--- config.mk ---
export PLATFORM = sky130hd
export DESIGN_NAME = mesh_packet_deframer_core
export DESIGN_NICKNAME = d
export VERILOG_FILES = /design/src/rtl/core/mpd_pkg.sv /design/src/rtl/core/mpd_parser.sv /design/src/rtl/core/mesh_packet_deframer_core.sv
export SDC_FILE = /design/constraint.sdc
export NUM_CORES = 1
export LEC_CHECK = 0
export BUFFER_PORTS_ARGS = -buffer_cell sky130_fd_sc_hd__buf_2
export CAP_MARGIN = 20
export CORE_UTILIZATION = 54
export CTS_CLUSTER_SIZE = 30
export DETAILED_ROUTE_END_ITERATION = 10
export PLACE_DENSITY = 0.8
export SETUP_SLACK_MARGIN = 0.3
export SYNTH_ARGS = -nofsm -noshare
export SYNTH_HDL_FRONTEND = slang
export SYNTH_HIERARCHICAL = 1
export SYNTH_SLANG_ARGS = --single-unit
--- constraint.sdc ---
create_clock -name clk -period 5.15 [get_ports clk]
set_input_delay 1.545 -clock clk [delete_from_list [all_inputs] [get_ports clk]]
set_output_delay 1.545 -clock clk [all_outputs]
set_load 0.005 [all_outputs]
--- src/rtl/core/mpd_pkg.sv ---
// Shared types and codes for the mesh packet deframer.
package mpd_pkg;

  localparam int MAX_PAYLOAD_DEF = 65535;

  // field kinds, also used as parser phase codes
  localparam logic [3:0] PH_VERSION = 4'd0;
  localparam logic [3:0] PH_TYPE    = 4'd1;
  localparam logic [3:0] PH_TTL     = 4'd2;
  localparam logic [3:0] PH_TIME    = 4'd3;
  localparam logic [3:0] PH_FLAGS   = 4'd4;
  localparam logic [3:0] PH_LENGTH  = 4'd5;
  localparam logic [3:0] PH_SENDER  = 4'd6;
  localparam logic [3:0] PH_RECIP   = 4'd7;
  localparam logic [3:0] PH_RCOUNT  = 4'd8;
  localparam logic [3:0] PH_ROUTE   = 4'd9;
  localparam logic [3:0] PH_PAYLOAD = 4'd10;
  localparam logic [3:0] PH_SIG     = 4'd11;
  localparam logic [3:0] PH_PAD     = 4'd12;
  localparam logic [3:0] PH_DISCARD = 4'd13;

  localparam logic [3:0] ST_BUSY       = 4'd0;
  localparam logic [3:0] ST_OK         = 4'd1;
  localparam logic [3:0] ST_HEADER     = 4'd2;
  localparam logic [3:0] ST_SENDER     = 4'd3;
  localparam logic [3:0] ST_RECIP      = 4'd4;
  localparam logic [3:0] ST_ROUTE      = 4'd5;
  localparam logic [3:0] ST_SHORT      = 4'd6;
  localparam logic [3:0] ST_COMPRESSED = 4'd7;
  localparam logic [3:0] ST_SIGNATURE  = 4'd8;
  localparam logic [3:0] ST_PADDING    = 4'd9;

  // flag byte bits
  localparam int FL_RECIP = 0;
  localparam int FL_SIG   = 1;
  localparam int FL_COMPR = 2;
  localparam int FL_ROUTE = 3;
  localparam int FL_RSR   = 4;

  localparam logic [7:0] VER_1 = 8'd1;
  localparam logic [7:0] VER_2 = 8'd2;

  localparam int SIG_BYTES = 64;

  typedef struct packed {
    logic [7:0] frame_byte;
    logic       last_byte;
  } in_t;

  typedef struct packed {
    logic [3:0]  field_kind;
    logic [7:0]  data_byte;
    logic [15:0] field_offset;
    logic        frame_end;
    logic [3:0]  status;
    logic [7:0]  msg_version;
    logic [7:0]  msg_type;
    logic [7:0]  hop_ttl;
    logic [63:0] time_stamp;
    logic [15:0] payload_length;
    logic [5:0]  flag_bits;
  } out_t;

endpackage

--- src/rtl/core/mpd_parser.sv ---
// Frame field state machine: tags one word and updates the parse state.
module mpd_parser
  import mpd_pkg::*;
#(
  parameter int MAX_PAYLOAD = MAX_PAYLOAD_DEF
) (
  input  logic clk,
  input  logic rst,
  input  logic step,
  input  in_t  item,
  output out_t res
);

  logic [3:0]  phase, phase_next;
  logic [15:0] cnt, cnt_next;
  logic [7:0]  ver, ver_next;
  logic [7:0]  mtype, mtype_next;
  logic [7:0]  ttl, ttl_next;
  logic [63:0] tstamp, tstamp_next;
  logic [4:0]  flags, flags_next;
  logic [16:0] length, length_next;
  logic [10:0] route_rem, route_rem_next;
  logic        orig_nz, orig_nz_next;
  logic [7:0]  pad_value, pad_value_next;
  logic [8:0]  pad_count, pad_count_next;
  logic        pad_mismatch, pad_mismatch_next;
  logic [3:0]  err, err_next;

  logic [7:0]  b;
  logic [15:0] cnt_inc;
  logic [16:0] cnt_plus1;
  logic [23:0] len_shift;
  logic [16:0] len_need;
  logic [10:0] rr_dec;
  logic        ap_bad;
  logic [3:0]  ap_phase, ep_phase, ar_phase, as_phase;
  logic [3:0]  end_status;
  logic        v2;

  assign b         = item.frame_byte;
  assign cnt_inc   = (cnt == 16'hFFFF) ? cnt : cnt + 16'd1;
  assign cnt_plus1 = {1'b0, cnt} + 17'd1;
  assign len_shift = {length[15:0], b};
  assign rr_dec    = (route_rem != 11'd0) ? route_rem - 11'd1 : route_rem;
  assign len_need  = (ver == VER_1) ? 17'd2 : 17'd4;

  // transition chain after the sender id; discard is only reached by a bad compressed payload
  assign ap_bad   = (ver == VER_1) && flags[FL_COMPR] && ((length <= 17'd2) || !orig_nz_next);
  assign ap_phase = ap_bad ? PH_DISCARD : (flags[FL_SIG] ? PH_SIG : PH_PAD);
  assign ep_phase = (length == 17'd0) ? ap_phase : PH_PAYLOAD;
  assign ar_phase = ((ver == VER_2) && flags[FL_ROUTE]) ? PH_RCOUNT : ep_phase;
  assign as_phase = flags[FL_RECIP] ? PH_RECIP : ar_phase;

  always_comb begin
    phase_next        = phase;
    cnt_next          = cnt;
    ver_next          = ver;
    mtype_next        = mtype;
    ttl_next          = ttl;
    tstamp_next       = tstamp;
    flags_next        = flags;
    length_next       = length;
    route_rem_next    = route_rem;
    orig_nz_next      = orig_nz;
    pad_value_next    = pad_value;
    pad_count_next    = pad_count;
    pad_mismatch_next = pad_mismatch;
    err_next          = err;
    if (phase == PH_PAYLOAD) begin
      if (cnt == 16'd0) begin
        orig_nz_next = (b != 8'd0);
      end else if (cnt == 16'd1) begin
        orig_nz_next = orig_nz || (b != 8'd0);
      end
    end
    unique case (phase)
      PH_VERSION: begin
        ver_next = b;
        cnt_next = '0;
        if (b != VER_1 && b != VER_2) begin
          phase_next = PH_DISCARD;
          err_next   = ST_HEADER;
        end else begin
          phase_next = PH_TYPE;
        end
      end
      PH_TYPE: begin
        mtype_next = b;
        phase_next = PH_TTL;
        cnt_next   = '0;
      end
      PH_TTL: begin
        ttl_next   = b;
        phase_next = PH_TIME;
        cnt_next   = '0;
      end
      PH_TIME: begin
        tstamp_next = {tstamp[55:0], b};
        if (cnt >= 16'd7) begin
          phase_next = PH_FLAGS;
          cnt_next   = '0;
        end else begin
          cnt_next = cnt_inc;
        end
      end
      PH_FLAGS: begin
        flags_next = b[4:0];
        phase_next = PH_LENGTH;
        cnt_next   = '0;
      end
      PH_LENGTH: begin
        if (!length[16]) begin
          length_next = (len_shift[23:16] != 8'd0) ? 17'h10000 : {1'b0, len_shift[15:0]};
        end
        if (cnt_plus1 >= len_need) begin
          cnt_next = '0;
          if (length_next > 17'(MAX_PAYLOAD)) begin
            phase_next = PH_DISCARD;
            err_next   = ST_HEADER;
          end else begin
            phase_next = PH_SENDER;
          end
        end else begin
          cnt_next = cnt_inc;
        end
      end
      PH_SENDER: begin
        if (cnt >= 16'd7) begin
          phase_next = as_phase;
          cnt_next   = '0;
        end else begin
          cnt_next = cnt_inc;
        end
      end
      PH_RECIP: begin
        if (cnt >= 16'd7) begin
          phase_next = ar_phase;
          cnt_next   = '0;
        end else begin
          cnt_next = cnt_inc;
        end
      end
      PH_RCOUNT: begin
        route_rem_next = {b, 3'b000};
        cnt_next       = '0;
        phase_next     = (b == 8'd0) ? ep_phase : PH_ROUTE;
      end
      PH_ROUTE: begin
        route_rem_next = rr_dec;
        if (rr_dec == 11'd0) begin
          phase_next = ep_phase;
          cnt_next   = '0;
        end else begin
          cnt_next = cnt_inc;
        end
      end
      PH_PAYLOAD: begin
        if (cnt_plus1 >= length) begin
          phase_next = ap_phase;
          cnt_next   = '0;
        end else begin
          cnt_next = cnt_inc;
        end
      end
      PH_SIG: begin
        if (cnt >= 16'(SIG_BYTES - 1)) begin
          phase_next = PH_PAD;
          cnt_next   = '0;
        end else begin
          cnt_next = cnt_inc;
        end
      end
      PH_PAD: begin
        if (pad_count == 9'd0) begin
          pad_value_next = b;
        end else if (b != pad_value) begin
          pad_mismatch_next = 1'b1;
        end
        if (pad_count < 9'd256) begin
          pad_count_next = pad_count + 9'd1;
        end
        cnt_next = cnt_inc;
      end
      default: begin
        phase_next = PH_DISCARD;
        cnt_next   = cnt_inc;
      end
    endcase
    // a chain that lands in discard did so on a bad compressed payload
    if (phase_next == PH_DISCARD && err_next == ST_BUSY) begin
      err_next = ST_COMPRESSED;
    end
  end

  always_comb begin
    if (err_next != ST_BUSY) begin
      end_status = err_next;
    end else begin
      unique case (phase_next)
        PH_SENDER:           end_status = ST_SENDER;
        PH_RECIP:            end_status = ST_RECIP;
        PH_RCOUNT, PH_ROUTE: end_status = ST_ROUTE;
        PH_PAYLOAD:          end_status = ST_SHORT;
        PH_SIG:              end_status = ST_SIGNATURE;
        PH_PAD: begin
          if (pad_count_next == 9'd0) begin
            end_status = ST_OK;
          end else if (pad_value_next == 8'd0 || pad_mismatch_next ||
                       pad_count_next != {1'b0, pad_value_next}) begin
            end_status = ST_PADDING;
          end else begin
            end_status = ST_OK;
          end
        end
        default:             end_status = ST_HEADER;
      endcase
    end
  end

  assign v2 = (ver_next == VER_2);

  always_comb begin
    res              = '0;
    res.field_kind   = (phase > PH_DISCARD) ? PH_DISCARD : phase;
    res.data_byte    = b;
    res.field_offset = cnt;
    res.frame_end    = item.last_byte;
    if (item.last_byte) begin
      res.status         = end_status;
      res.msg_version    = ver_next;
      res.msg_type       = mtype_next;
      res.hop_ttl        = ttl_next;
      res.time_stamp     = tstamp_next;
      res.payload_length = length_next[16] ? 16'hFFFF : length_next[15:0];
      res.flag_bits      = {v2 && flags_next[FL_ROUTE], v2, flags_next[FL_RSR],
                            flags_next[FL_COMPR:FL_RECIP]};
    end
  end

  always_ff @(posedge clk) begin
    if (rst || (step && item.last_byte)) begin
      phase        <= PH_VERSION;
      cnt          <= '0;
      ver          <= '0;
      mtype        <= '0;
      ttl          <= '0;
      tstamp       <= '0;
      flags        <= '0;
      length       <= '0;
      route_rem    <= '0;
      orig_nz      <= 1'b0;
      pad_value    <= '0;
      pad_count    <= '0;
      pad_mismatch <= 1'b0;
      err          <= ST_BUSY;
    end else if (step) begin
      phase        <= phase_next;
      cnt          <= cnt_next;
      ver          <= ver_next;
      mtype        <= mtype_next;
      ttl          <= ttl_next;
      tstamp       <= tstamp_next;
      flags        <= flags_next;
      length       <= length_next;
      route_rem    <= route_rem_next;
      orig_nz      <= orig_nz_next;
      pad_value    <= pad_value_next;
      pad_count    <= pad_count_next;
      pad_mismatch <= pad_mismatch_next;
      err          <= err_next;
    end
  end

  a_frame_restart: assert property (@(posedge clk) disable iff (rst)
    step && item.last_byte |=> phase == PH_VERSION && cnt == 16'd0 && err == ST_BUSY)
    else $error("parser state not cleared after frame end");

  a_err_discards: assert property (@(posedge clk) disable iff (rst)
    err != ST_BUSY |-> phase == PH_DISCARD)
    else $error("error latched outside discard phase");

  a_pad_bounded: assert property (@(posedge clk) disable iff (rst)
    pad_count <= 9'd256)
    else $error("pad count ran past saturation");

  a_route_phase: assert property (@(posedge clk) disable iff (rst)
    phase == PH_ROUTE |-> route_rem != 11'd0)
    else $error("route phase with nothing left");

endmodule

--- src/rtl/core/mesh_packet_deframer_core.sv ---
// Mesh packet deframer top level: input register, field parser, result register.
//
// Input channel in_valid/in_ready/in_data carries one frame word per transfer:
// the raw byte and a mark on the last byte of the frame. The output channel
// out_valid/out_ready/out_data returns exactly one result per input word: the
// byte with its field tag and offset, and on the last word the frame status
// and the decoded header (zero on all other words).
// A word taken in sits in the input register, passes the combinational parser
// and is captured in the result register as the parser state advances. The
// core takes one word per cycle while the receiver does not stall; the parser
// update is a single pass of compares and small adds on the field counter.
// If the receiver stalls, the result register holds its word and the input
// register takes one more word, after which in_ready drops until out_ready
// returns. Reset (rst, synchronous) empties both registers and puts the
// parser at the version byte of a new frame; every frame end does the same
// for the parser.
module mesh_packet_deframer_core
  import mpd_pkg::*;
#(
  parameter int MAX_PAYLOAD = MAX_PAYLOAD_DEF
) (
  input  logic clk,
  input  logic rst,
  input  logic in_valid,
  output logic in_ready,
  input  in_t  in_data,
  output logic out_valid,
  input  logic out_ready,
  output out_t out_data
);

  logic in_full;
  in_t  in_hold;
  logic advance;
  out_t res;

  assign advance  = in_full && (!out_valid || out_ready);
  assign in_ready = !in_full || advance;

  always_ff @(posedge clk) begin
    if (rst) begin
      in_full <= 1'b0;
    end else if (in_ready) begin
      in_full <= in_valid;
    end
  end

  always_ff @(posedge clk) begin
    if (in_valid && in_ready) begin
      in_hold <= in_data;
    end
  end

  mpd_parser #(
    .MAX_PAYLOAD(MAX_PAYLOAD)
  ) u_parser (
    .clk (clk),
    .rst (rst),
    .step(advance),
    .item(in_hold),
    .res (res)
  );

  always_ff @(posedge clk) begin
    if (rst) begin
      out_valid <= 1'b0;
    end else if (!out_valid || out_ready) begin
      out_valid <= advance;
    end
  end

  always_ff @(posedge clk) begin
    if (advance) begin
      out_data <= res;
    end
  end

  a_stall_full: assert property (@(posedge clk) disable iff (rst)
    !in_ready |-> in_full && out_valid && !out_ready)
    else $error("input blocked without a stalled result");

  a_end_status: assert property (@(posedge clk) disable iff (rst)
    out_valid && out_data.frame_end |-> out_data.status != ST_BUSY)
    else $error("frame end reported without a status");

  a_mid_status: assert property (@(posedge clk) disable iff (rst)
    out_valid && !out_data.frame_end |-> out_data.status == ST_BUSY)
    else $error("status reported before frame end");

  a_kind_range: assert property (@(posedge clk) disable iff (rst)
    out_valid |-> out_data.field_kind <= PH_DISCARD)
    else $error("field tag out of range");

endmodule

[After elaboration in Yosys (flattened, before gate mapping)]
Cells that the tools add are included.
W data, S select, Z words.
Cells by class
  eq/ne operators: 29
  $lt $le $gt $ge: 8
  add/subtract/negate cells: 4
  reductions and logical operators: 37
  muxes and demuxes: 55
Operators by type and width (number)
  $mux W16: 7
  $pmux W16 S6: 1
  $mux W4: 21
  $mux W17: 4
  $mux W64: 1
  $pmux W4 S13: 1
  $eq A4 B4 Y1 const B: 11
  $mux W8: 5
  $ge A17 B17 Y1: 2
  $eq A4 B3 Y1 const B: 6
  $pmux W4 S6: 1
  $pmux W11 S2: 1
  $logic_not A9 Y1: 2
  $mux W9: 2
  $add A16 B1 Y17 const B: 1
  $gt A17 B16 Y1 const B: 1
  $le A17 B2 Y1 const B: 1
  $logic_not A17 Y1: 1
  $add A16 B1 Y16 const B: 1
  $eq A16 B1 Y1 const B: 1
  $eq A16 B16 Y1 const B: 1
  $eq A8 B2 Y1 const B: 2
  $ge A16 B3 Y1 const B: 1
  $ge A16 B6 Y1 const B: 1
  31 further kinds: 57
Word-level totals
  bits in registers: 318
  output and inout port bits: 145
  word-level logic and storage cells: 162

[Logic depth before layout (Yosys ltp)]
Gate-level depths: netlist of run 1.
  depth in word-level cells: 19
  gate-level depth with buffers: 16
  gate-level depth less buffers: 15

[Hierarchy]
Netlist of run 1, hierarchy kept.
Modules (own cells, without submodules)
  mpd_parser: cells each 1565, area an instance 10611.4 um^2, instances 1
  mesh_packet_deframer_core: cells each 162, area an instance 4668.2 um^2, instances 1

[Least setup slack after synthesis of run 1]
Ideal clock, no wire load.
  path kind: input-to-reg
  from: input port out_ready
  to: register u_parser.length[6]
  slack: 177 ps
  setup time: 70 ps
  stages on the path: 7
  path buffers: 1
  arrival: 4902 ps
  required time: 5080 ps
  path through: nand2b_1 -> and2_2 -> inv_1 -> nor3_1 -> clkbuf_1 -> nand3_1 -> a21oi_1
On the way
  longest elaborated chain between the ends: 4
Ends and longest elaborated chain
  start, declared: line mesh_packet_deframer_core.sv:28  | input logic out_ready,
  $logic_or A1 B1 Y1 (*): line mesh_packet_deframer_core.sv:37  | assign advance = in_full && (!out_valid || out_ready);
  $logic_and A1 B1 Y1 (*): line mesh_packet_deframer_core.sv:37
  via advance: line mesh_packet_deframer_core.sv:34  | logic advance;
  $logic_and A1 B1 Y1: line mpd_parser.sv:241  | if (rst || (step && item.last_byte)) begin
  $logic_or A1 B1 Y1: line mpd_parser.sv:241
  end signal, assigned: line mpd_parser.sv:264  | length <= length_next;
  end, declared: line mpd_parser.sv:21  | logic [16:0] length, length_next;
The timed path passes the listed nets; every way through them passes the cells marked *.
A chain may end at the register's enable or synchronous reset.

[Worst setup path in the final report of run 1]
  from: register u_parser.cnt[0]
  to: register out_data[112] (netlist bit), data pin
On the way
  longest elaborated chain between the ends: 18
  elaborated cells on any way between the ends: 43
Ends and longest elaborated chain
  start, declared: line mpd_parser.sv:15  | logic [15:0] cnt, cnt_next;
  start signal, assigned: line mpd_parser.sv:258  | cnt <= cnt_next;
  parallel branches: the longest is 17 deep, another holds $add A16 B1 Y17
  $mux W4 (*): line mpd_parser.sv:196  | if (err_next != ST_BUSY) begin
  end signal, assigned: line mesh_packet_deframer_core.sv:74  | out_data <= res;
  end, declared: line mesh_packet_deframer_core.sv:29  | output out_t out_data
Mark *: on every way between the ends.

==> metrics.cfg, run 1 <==
[critical_path]
cp_max_fo=9
cp_slowest_cell=dfxtp_1
cp-end-kind=flip-flop
cp_slowest_stage_delay_ns=0.49
cp_top_family=simple AND/OR/NAND/NOR gates
worstPathRequired_ns=5.42
cp_num_buf_inv=2
worstPathCellList=ha_1 > nand3_1 > nor3_1 > buf_4 > and3_1 > nand3_1 > inv_1 > ha_1 > nand4_1 > a21oi_1 > a21boi_0 > o31a_1 > and4bb_4 > mux2_1 > a211oi_1 > nor2_1
start_kind=flip-flop
crit_type=flip-flop to flip-flop
worstPathArrival_ns=4.68

[route]
vias=13160
drt_iter0_markers=1453
post-route-drc-count=0
drtAntennaViolNets=0
viasPerCell=5.949
drtPass1Iterations=5
avgRoutedWirePerCell_um=17.59
wl_mm=38.91

[finish]
drive_gt1_share_pct=14.45
nNetsFinal=1846
num_antenna_cells=0
layout.cells.non_filler=2212
layout_commonest_cell=nand2_1
syn_to_final_growth_pct=13.59
layout_common_cells=nand2_1, a21oi_1, dfxtp_1

[flow_run]
max-cap-violations=0

[sta]
min_period_ns=4.410
slew_headroom_pct=28.93
rsz0062_at_grt=no
finalHoldViolations=0
max_freq_mhz=226.8
fin_worst_skew_ns=0.02059
hold_ws_ns=0.4532
timing.final.max_slew_violations=0
setup_viol=0
fin_tns_setup_ns=0
max_slew.worst_pin.slew_ns=1.060
fin_crit_sh_pct=85.63

[placement]
detailed_place_hpwl_mm=24.73
place_congestion=0.9138
portBuffers=157
dp_cells=2149

[clock_tree]
cts_num_sinks=318
root_buffer=clkbuf_16
clockBufferDepth=3
post_cts_buffers=0
post_cts_resized=0
cts_made_buffers=34
htreeDepth=2
clock_latency_ns=0.53
clk_pin_slew_ns=0.06
cts_tree=yes
cts_hold_buf=0

[global_route]
antenna_found_initial=0
grt_pass1_vias=11990
grt_pass1_wl_mm=61.91
grt_usage_pct=26.57
grt_max_degree=110
gr-total-overflow=0

[logic_synthesis]
synth_largest_area_cell=edfxtp_1
synth_top_area_share_pct=29.87
syn-num-nets=1765
synthArstFlopShare_pct=0
netlist_area_um2=15280
syn_avg_cell_area_um2=8.848
synth_seq_area_share_pct=51.62
synth_edf_count=152
syn_inst=1727
synth_ff_type=dfxtp_1
ys_top_cells_by_area=edfxtp_1, dfxtp_1, nand2_1
yosys_warnings=6
ys_types=88
synth-seq-cells=318

[floorplanning]
ioPinCount=158
initial_core_util_pct=55.00
core_area_um2=27780
die_y_um=170.2
rows=61
die_w_um=170.2
dieArea_um2=28970

[pwr]
fin_total_pwr_w=0.005592
power.density_nw_per_um2=322.2
peakVddDrop_v=0.0002185
total_leakage_power_nw=6.156

[status]
status=finished clean

[hold_path]
hp-class=flip-flop to flip-flop

-- worst paths after layout --
| kind | slack, ns | cells after the start | endpoint | start |
|---|---|---|---|---|
| max | 0.74 | 16 | out_data[112] | u_parser/cnt[0] |
| min | 0.45 | 2 | u_parser/mtype[0] | u_parser/mtype[0] |
| max reg2reg | 0.74 | 16 | out_data[112] | u_parser/cnt[0] |
| min reg2reg | 0.45 | 2 | u_parser/mtype[0] | u_parser/mtype[0] |
-- cell type report --
type	instances	area, µm²
Fill cell	2324	10430
Multi-Input combinational cell	1230	6703
Tap cell	378	473.0
Clock inverter	16	145.1
Inverter	39	147.6
Timing Repair Buffer	185	1041
Clock buffer	46	958.4
Sequential cell	318	7888
-- registers in the layout, summed over array words and instances (netlist names), 5 cells and up --
register	cells
u_parser/ver	8
u_parser/cnt	16
u_parser/mtype	8
u_parser/pad_value	8
u_parser/route_rem	11
in_hold	9
u_parser/ttl	8
u_parser/flags	5
u_parser/tstamp	64
u_parser/pad_count	9
u_parser/length	17
out_data	143
-- cell usage after synthesis (all sizes together) (6+ instances only) --
cell,n
xor2,23
o31ai,9
nand4,16
buf,29
a211oi,14
a31oi,8
nor4,22
a21boi,7
nand2,419
nor4b,6
dfxtp,166
ha,25
and3,9
o21ai,31
clkbuf,111
nand3,77
nor2b,7
or3,9
mux2i,20
edfxtp,152
nor3,25
and2,6
o22ai,6
a21oi,253
nor2,107
o211ai,10
inv,38
xnor2,29
-- worst reg2reg max path: stages, from the launching register on --
cell      delay (ns)
dfxtp_1         0.49
ha_1            0.35
nand3_1         0.32
nor3_1          0.24
buf_4           0.18
and3_1          0.24
nand3_1         0.21
inv_1           0.21
ha_1            0.18
nand4_1         0.10
a21oi_1         0.17
a21boi_0        0.28
o31a_1          0.21
and4bb_4        0.33
mux2_1          0.35
a211oi_1        0.25
nor2_1          0.07
-- stage by stage --
| step | cell area (µm²) | worst slack, ns | util [%] |
|---|---|---|---|
| final | 17360 | 0.7400 | 62.47 |
| after global routing | 17360 | 0.4709 | 62.47 |
| after CTS | 17330 | 0.8368 | 62.37 |
| after detailed placement | 16220 | 0.8797 | 58.40 |
| after global placement | 16220 | 1.065 | 58.40 |
| after floorplan | 15280 | 1.013 | - |
-- per-layer routing --
layer	up-vias	routed length (µm)	track usage, %
li1	6209	-	-
met1	6290	16740	36.93
met2	583	18230	42.39
met3	77	3059	4.512
met4	0	875	8.108
met5	-	0	0
-- logic make-up (layout without fill, tap and decap cells) --
logic type	Yosys count	count (layout)	synth area share, %
mux	23	23	1.531
simple gates	737	737	21.68
buf+inv	179	286	4.749
flops	318	318	51.62
xor+xnor	52	52	2.981
fa+ha+maj	25	25	2.047
compound gates	393	393	15.39
-- where the power goes --
part | leakage (nW) | switching [W] | internal, W | total, W
clock | 0.535 | 0.000993 | 0.00142 | 0.00241
combinational | 2.82 | 0.000283 | 0.000138 | 0.000421
sequential | 2.80 | 0.0000460 | 0.00271 | 0.00276
total | 6.16 | 0.00132 | 0.00427 | 0.00559
Power figures use the tool's default switching activity.
==> run 2, diff against run 1 <==
--- a/config.mk
+++ b/config.mk
@@ -8,6 +8,7 @@
 export BUFFER_PORTS_ARGS = -buffer_cell sky130_fd_sc_hd__buf_2
 export CAP_MARGIN = 20
 export CORE_UTILIZATION = 54
+export CTS_BUF_LIST = sky130_fd_sc_hd__clkbuf_8 sky130_fd_sc_hd__clkbuf_16
 export CTS_CLUSTER_SIZE = 30
 export DETAILED_ROUTE_END_ITERATION = 10
 export PLACE_DENSITY = 0.8
==> run 2 against run 1 <==
Against the previous run:
- sequential power hardly changed
- maximum frequency is 0.23% lower
- die area stayed put
- clock power hardly changed
- hold slack hardly changed
- non-clock buffer count stayed put
- sequential share of layout area stayed put
- critical path depth stayed put
- largest cell class unchanged
==> metrics.cfg, run 2 (synthesis results as in run 1) <==
[clock_tree]
cts_tree=yes
cts_hold_buf=0  ; unchanged
cts_made_buffers=34  ; unchanged
cts_num_sinks=318  ; unchanged
post_cts_resized=0  ; unchanged
clock_latency_ns=0.53  ; about the same
root_buffer=clkbuf_16
clk_pin_slew_ns=0.06  ; about the same
htreeDepth=2  ; unchanged
clockBufferDepth=3  ; unchanged
post_cts_buffers=0  ; unchanged

[sta]
setup_viol=0  ; unchanged
max_slew.worst_pin.slew_ns=1.059  ; -0.001365 ns
rsz0062_at_grt=no
fin_tns_setup_ns=0  ; unchanged
fin_worst_skew_ns=0.02090  ; +0.0003154 ns
fin_crit_sh_pct=85.83  ; +0.20 points
max_freq_mhz=226.2  ; -0.23%
timing.final.max_slew_violations=0  ; unchanged
finalHoldViolations=0  ; unchanged
min_period_ns=4.420  ; +0.01030 ns
slew_headroom_pct=29.02  ; +0.091 points

[critical_path]
cp_slowest_stage_delay_ns=0.49  ; about the same
worstPathRequired_ns=5.42  ; about the same
crit_type=flip-flop to flip-flop
cp-end-kind=flip-flop
cp_max_fo=9  ; unchanged
worstPathCellList=ha_1 > nand3_1 > nor3_1 > buf_4 > and3_1 > nand3_1 > inv_1 > ha_1 > nand4_1 > a21oi_1 > a21boi_0 > o31a_1 > and4bb_4 > mux2_1 > a211oi_1 > nor2_1
start_kind=flip-flop
worstPathArrival_ns=4.69  ; about the same
cp_slowest_cell=dfxtp_1
cp_top_family=simple AND/OR/NAND/NOR gates
cp_num_buf_inv=2  ; unchanged

[finish]
regMostFlops=out_data
multi_input_area_um2=6703  ; unchanged
syn_to_final_growth_pct=13.59  ; unchanged
fillers=2324  ; unchanged
largest_register_ffs=143  ; unchanged
layout_common_cells=nand2_1, a21oi_1, dfxtp_1
drive_gt1_share_pct=14.45  ; unchanged
layout.cells.non_filler=2212  ; unchanged
ff_latch_area_um2=7888  ; unchanged
reg_top3=out_data (143), u_parser/tstamp (64), u_parser/length (17)
nNetsFinal=1846  ; unchanged
layout_commonest_cell=nand2_1
num_antenna_cells=0  ; unchanged

[global_route]
antenna_found_initial=0  ; unchanged
gr-total-overflow=0  ; unchanged
grt_pass1_wl_mm=61.91  ; about the same
grt_max_degree=110  ; unchanged
grt_usage_pct=26.57  ; unchanged
grt_pass1_vias=11990  ; +0.025%

[route]
drtPass1Iterations=6  ; +1
avgRoutedWirePerCell_um=17.65  ; +0.34%
post-route-drc-count=0  ; unchanged
viasPerCell=5.959  ; +0.17%
drtAntennaViolNets=0  ; unchanged
vias=13180  ; +0.17%
drt_iter0_markers=1543  ; +6.2%
wl_mm=39.04  ; +0.34%

[floorplanning]
ioPinCount=158  ; unchanged
rows=61  ; unchanged
core_area_um2=27780  ; unchanged
dieArea_um2=28970  ; unchanged
die_w_um=170.2  ; unchanged
die_y_um=170.2  ; unchanged
initial_core_util_pct=55.00  ; unchanged

[flow_run]
max-cap-violations=0  ; unchanged

[pwr]
total_leakage_power_nw=6.189  ; +0.54%
peakVddDrop_v=0.0002189  ; +0.17%
power.density_nw_per_um2=321.5  ; -0.22%

[hold_path]
hp-class=flip-flop to flip-flop

[status]
status=finished clean

[placement]
dp_cells=2149  ; unchanged
portBuffers=157  ; unchanged
detailed_place_hpwl_mm=24.73  ; unchanged
place_congestion=0.9138  ; unchanged

==> run 2: changes by cell type in the layout (fill, tap and decap cells not counted) <==
cell	change
clkbuf_1	-8
inv_1	+8
==> run 2: area by class of cell <==
cell class              instances  area share (%)
clock buffers                  38           5.349
clock inverters                24           1.009
inverters                      39          0.8507
multi-input cells            1230           38.62
flip-flops and latches        318           45.45
well taps                     378           2.725
repair buffers                185           5.998
==> run 2: final timing paths <==
check                                       start                end  slack [ns]  cells after the start
worst max-delay path              u_parser/cnt[0]      out_data[112]        0.73                     16
worst max register to register    u_parser/cnt[0]      out_data[112]        0.73                     16
worst min-delay path            u_parser/mtype[0]  u_parser/mtype[0]        0.45                      2
worst min register to register  u_parser/mtype[0]  u_parser/mtype[0]        0.45                      2
==> run 2: layer usage <==
layer	track usage [%]	up-vias	routed length [µm]
li1	-	6203	-
met2	42.41	611	18290
met5	0	-	0
met3	4.512	72	3202
met1	36.92	6296	16710
met4	8.108	0	830
==> run 2: through the flow <==
stage | setup WS (ns) | util (%) | total power [W] | hold WS [ns] | cell area, µm²
floorplan | 1.013 | - | 0.003077 | 0.4029 | 15280
global placement | 1.065 | 58.40 | 0.003215 | 0.4424 | 16220
detailed placement | 0.8797 | 58.40 | 0.003223 | 0.4467 | 16220
CTS | 0.8367 | 62.37 | 0.005604 | 0.4552 | 17330
global route | 0.4705 | 62.47 | 0.005756 | 0.4724 | 17360
finish | 0.7297 | 62.47 | 0.005580 | 0.4536 | 17360
==> run 2: report_power, final <==
part           switching (W)  internal [W]
Clock               0.000997       0.00140
Sequential         0.0000464       0.00271
Combinational       0.000282      0.000138
Total                0.00133       0.00425
==> run 2: tightest hold or removal path, cell delays in order, from the launching register on <==
cell and delay, ns:
dfxtp_1 0.31, nand2_1 0.05, a21oi_1 0.05
==> run 3, diff against run 2 <==
--- a/config.mk
+++ b/config.mk
@@ -7,11 +7,13 @@
 export LEC_CHECK = 0
 export BUFFER_PORTS_ARGS = -buffer_cell sky130_fd_sc_hd__buf_2
 export CAP_MARGIN = 20
+export CORE_MARGIN = 8
 export CORE_UTILIZATION = 54
 export CTS_BUF_LIST = sky130_fd_sc_hd__clkbuf_8 sky130_fd_sc_hd__clkbuf_16
 export CTS_CLUSTER_SIZE = 30
 export DETAILED_ROUTE_END_ITERATION = 10
 export PLACE_DENSITY = 0.8
+export REMOVE_ABC_BUFFERS = 1
 export SETUP_SLACK_MARGIN = 0.3
 export SYNTH_ARGS = -nofsm -noshare
 export SYNTH_HDL_FRONTEND = slang
==> run 3 against run 2 <==
Against the previous run:
- flip-flop and latch count unchanged
- utilization decreased by 0.23 points
- combinational power increased by 2%
- critical path depth unchanged
- final area about the same
- global-route usage decreased by 4.2 points
- critical endpoint unchanged
==> metrics.cfg, run 3 (synthesis results as in run 1) <==
[finish]
largest_register_ffs=143  ; unchanged
drive_gt1_share_pct=14.92  ; +0.47 points
num_antenna_cells=0  ; unchanged
reg_top3=out_data (143), u_parser/tstamp (64), u_parser/length (17)
final_util_pct=62.24  ; -0.23 points
layout_commonest_cell=nand2_1
syn_to_final_growth_pct=13.48  ; about the same
nNetsFinal=1850  ; +0.22%
regMostFlops=out_data
layout_common_cells=nand2_1, a21oi_1, dfxtp_1

[route]
wl_mm=39.28  ; +0.61%
drtAntennaViolNets=0  ; unchanged
post-route-drc-count=0  ; unchanged
drtPass1Iterations=6  ; unchanged
viasPerCell=5.856  ; -1.7%
drt_iter0_markers=1544  ; +0.065%
vias=12970  ; -1.6%
avgRoutedWirePerCell_um=17.73  ; +0.47%

[pwr]
power.density_nw_per_um2=318.6  ; -0.89%
peakVddDrop_v=0.0002419  ; +11%
total_leakage_power_nw=6.185  ; about the same

[clock_tree]
post_cts_resized=0  ; unchanged
cts_hold_buf=0  ; unchanged
clk_pin_slew_ns=0.07  ; about the same
post_cts_buffers=0  ; unchanged
htreeDepth=1  ; -1
cts_made_buffers=31  ; -8.8%
cts_num_sinks=318  ; unchanged
clockBufferDepth=3  ; unchanged
root_buffer=clkbuf_16
clock_latency_ns=0.58  ; +0.05 ns
cts_tree=yes

[sta]
slew_headroom_pct=28.43  ; -0.59 points
rsz0062_at_grt=no
hold_ws_ns=0.4554  ; +0.001795 ns
max_slew.worst_pin.slew_ns=1.068  ; +0.008873 ns
setup_viol=0  ; unchanged
min_period_ns=4.436  ; +0.01581 ns
fin_crit_sh_pct=86.14  ; +0.31 points
fin_tns_setup_ns=0  ; unchanged
fin_worst_skew_ns=0.02015  ; -0.0007498 ns
finalHoldViolations=0  ; unchanged
max_freq_mhz=225.4  ; -0.36%
timing.final.max_slew_violations=0  ; unchanged

[placement]
portBuffers=157  ; unchanged
place_congestion=0.9304  ; +1.8%
detailed_place_hpwl_mm=25.81  ; +4.4%

[critical_path]
reg2reg_depth=16  ; unchanged
cp-startpoint=u_parser/cnt[0]
worstPathRequired_ns=5.48  ; +0.06 ns
start_kind=flip-flop
timing.rr.end=out_data[112]
endpoint=out_data[112]
crit_type=flip-flop to flip-flop
regToRegSetupSlack_ns=0.71  ; -0.02 ns
worstPathArrival_ns=4.77  ; +0.08 ns
cp_max_fo=9  ; unchanged
cp-end-kind=flip-flop
reg2reg_from=u_parser/cnt[0]

[global_route]
grt_pass1_vias=12240  ; +2.0%
grt_pass1_wl_mm=62.80  ; +1.4%
gr-total-overflow=0  ; unchanged
antenna_found_initial=0  ; unchanged
grt_max_degree=89  ; -19%
grt_usage_pct=22.34  ; -4.2 points

[flow_run]
max-cap-violations=0  ; unchanged

[floorplanning]
die_w_um=184.2  ; +8.2%
core_area_um2=27860  ; +0.28%
dieArea_um2=33940  ; +17%
rows=61  ; unchanged
ioPinCount=158  ; unchanged
die_y_um=184.2  ; +8.2%
initial_core_util_pct=54.85  ; -0.15 points

[hold_path]
hp-class=flip-flop to flip-flop

[status]
status=finished clean

run 3: changes by cell type in the layout (fill, tap and decap cells not counted):
| cell | delta |
|---|---|
| bufinv_16 | +2 |
| inv_6 | -1 |
| buf_16 | -1 |
| clkinv_2 | +4 |
| clkbuf_8 | +1 |
| clkbuf_16 | -4 |
| clkinvlp_4 | -1 |
| clkinv_1 | -1 |
| buf_12 | -1 |
| inv_1 | -5 |
| clkinv_4 | +1 |
| buf_4 | +9 |
run 3: layout make-up:
| cell class | count | area [µm²] |
|---|---|---|
| multi-input combinational | 1230 | 6703 |
| fill | 2296 | 10520 |
| tap | 378 | 473.0 |
| inverter | 39 | 147.6 |
| clock inverter | 23 | 225.2 |
| timing repair buffer | 192 | 1061 |
| clock buffer | 35 | 842.1 |
| sequential | 318 | 7888 |
run 3: layer usage:
metal | share of wire, % | global-route usage (%) | routed length, µm
met5 | 0 | 0 | 0
met4 | 2.3 | 6.841 | 890
met3 | 8.5 | 3.761 | 3325
met2 | 47 | 36.89 | 18310
met1 | 43 | 29.68 | 16750
run 3: worst max-delay path, stage by stage, from the launching register on:
cell and delay [ns]:
dfxtp_1 0.49, ha_1 0.38, nand3_1 0.34, nor3_1 0.24, buf_4 0.17, and3_1 0.24, nand3_1 0.22, inv_1 0.21
ha_1 0.19, nand4_1 0.10, a21oi_1 0.15, a21boi_0 0.29, o31a_1 0.20, and4bb_4 0.32, mux2_1 0.34, a211oi_1 0.24
nor2_1 0.07
run 3: where the power goes:
part	internal, W	switching [W]	total, W
registers	0.00271	0.0000355	0.00275
clock network	0.00137	0.000973	0.00235
logic	0.000139	0.000292	0.000431
run 3: worst min-delay path by stage:
stage | from | end | slack [ns] | cells past startpoint
global route | u_parser/tstamp[62] | u_parser/tstamp[62] | 0.48 | 2
CTS | u_parser/tstamp[62] | u_parser/tstamp[62] | 0.45 | 2
finish | u_parser/mtype[4] | u_parser/mtype[4] | 0.46 | 2
global placement | u_parser/flags[4] | u_parser/flags[4] | 0.44 | 2
detailed placement | u_parser/tstamp[62] | u_parser/tstamp[62] | 0.45 | 2
floorplan | u_parser/err[3] | u_parser/err[3] | 0.43 | 2
run 3: stage by stage:
step	instances	total power, W	setup WS, ns	instance area (µm²)
CTS	2215	0.005557	0.8055	17340
global placement	2157	0.003220	0.9906	16270
global route	2215	0.005706	0.3723	17340
floorplan	1587	0.003055	-2.206	14700
finish	2215	0.005525	0.7139	17340
detailed placement	2157	0.003228	0.8271	16270
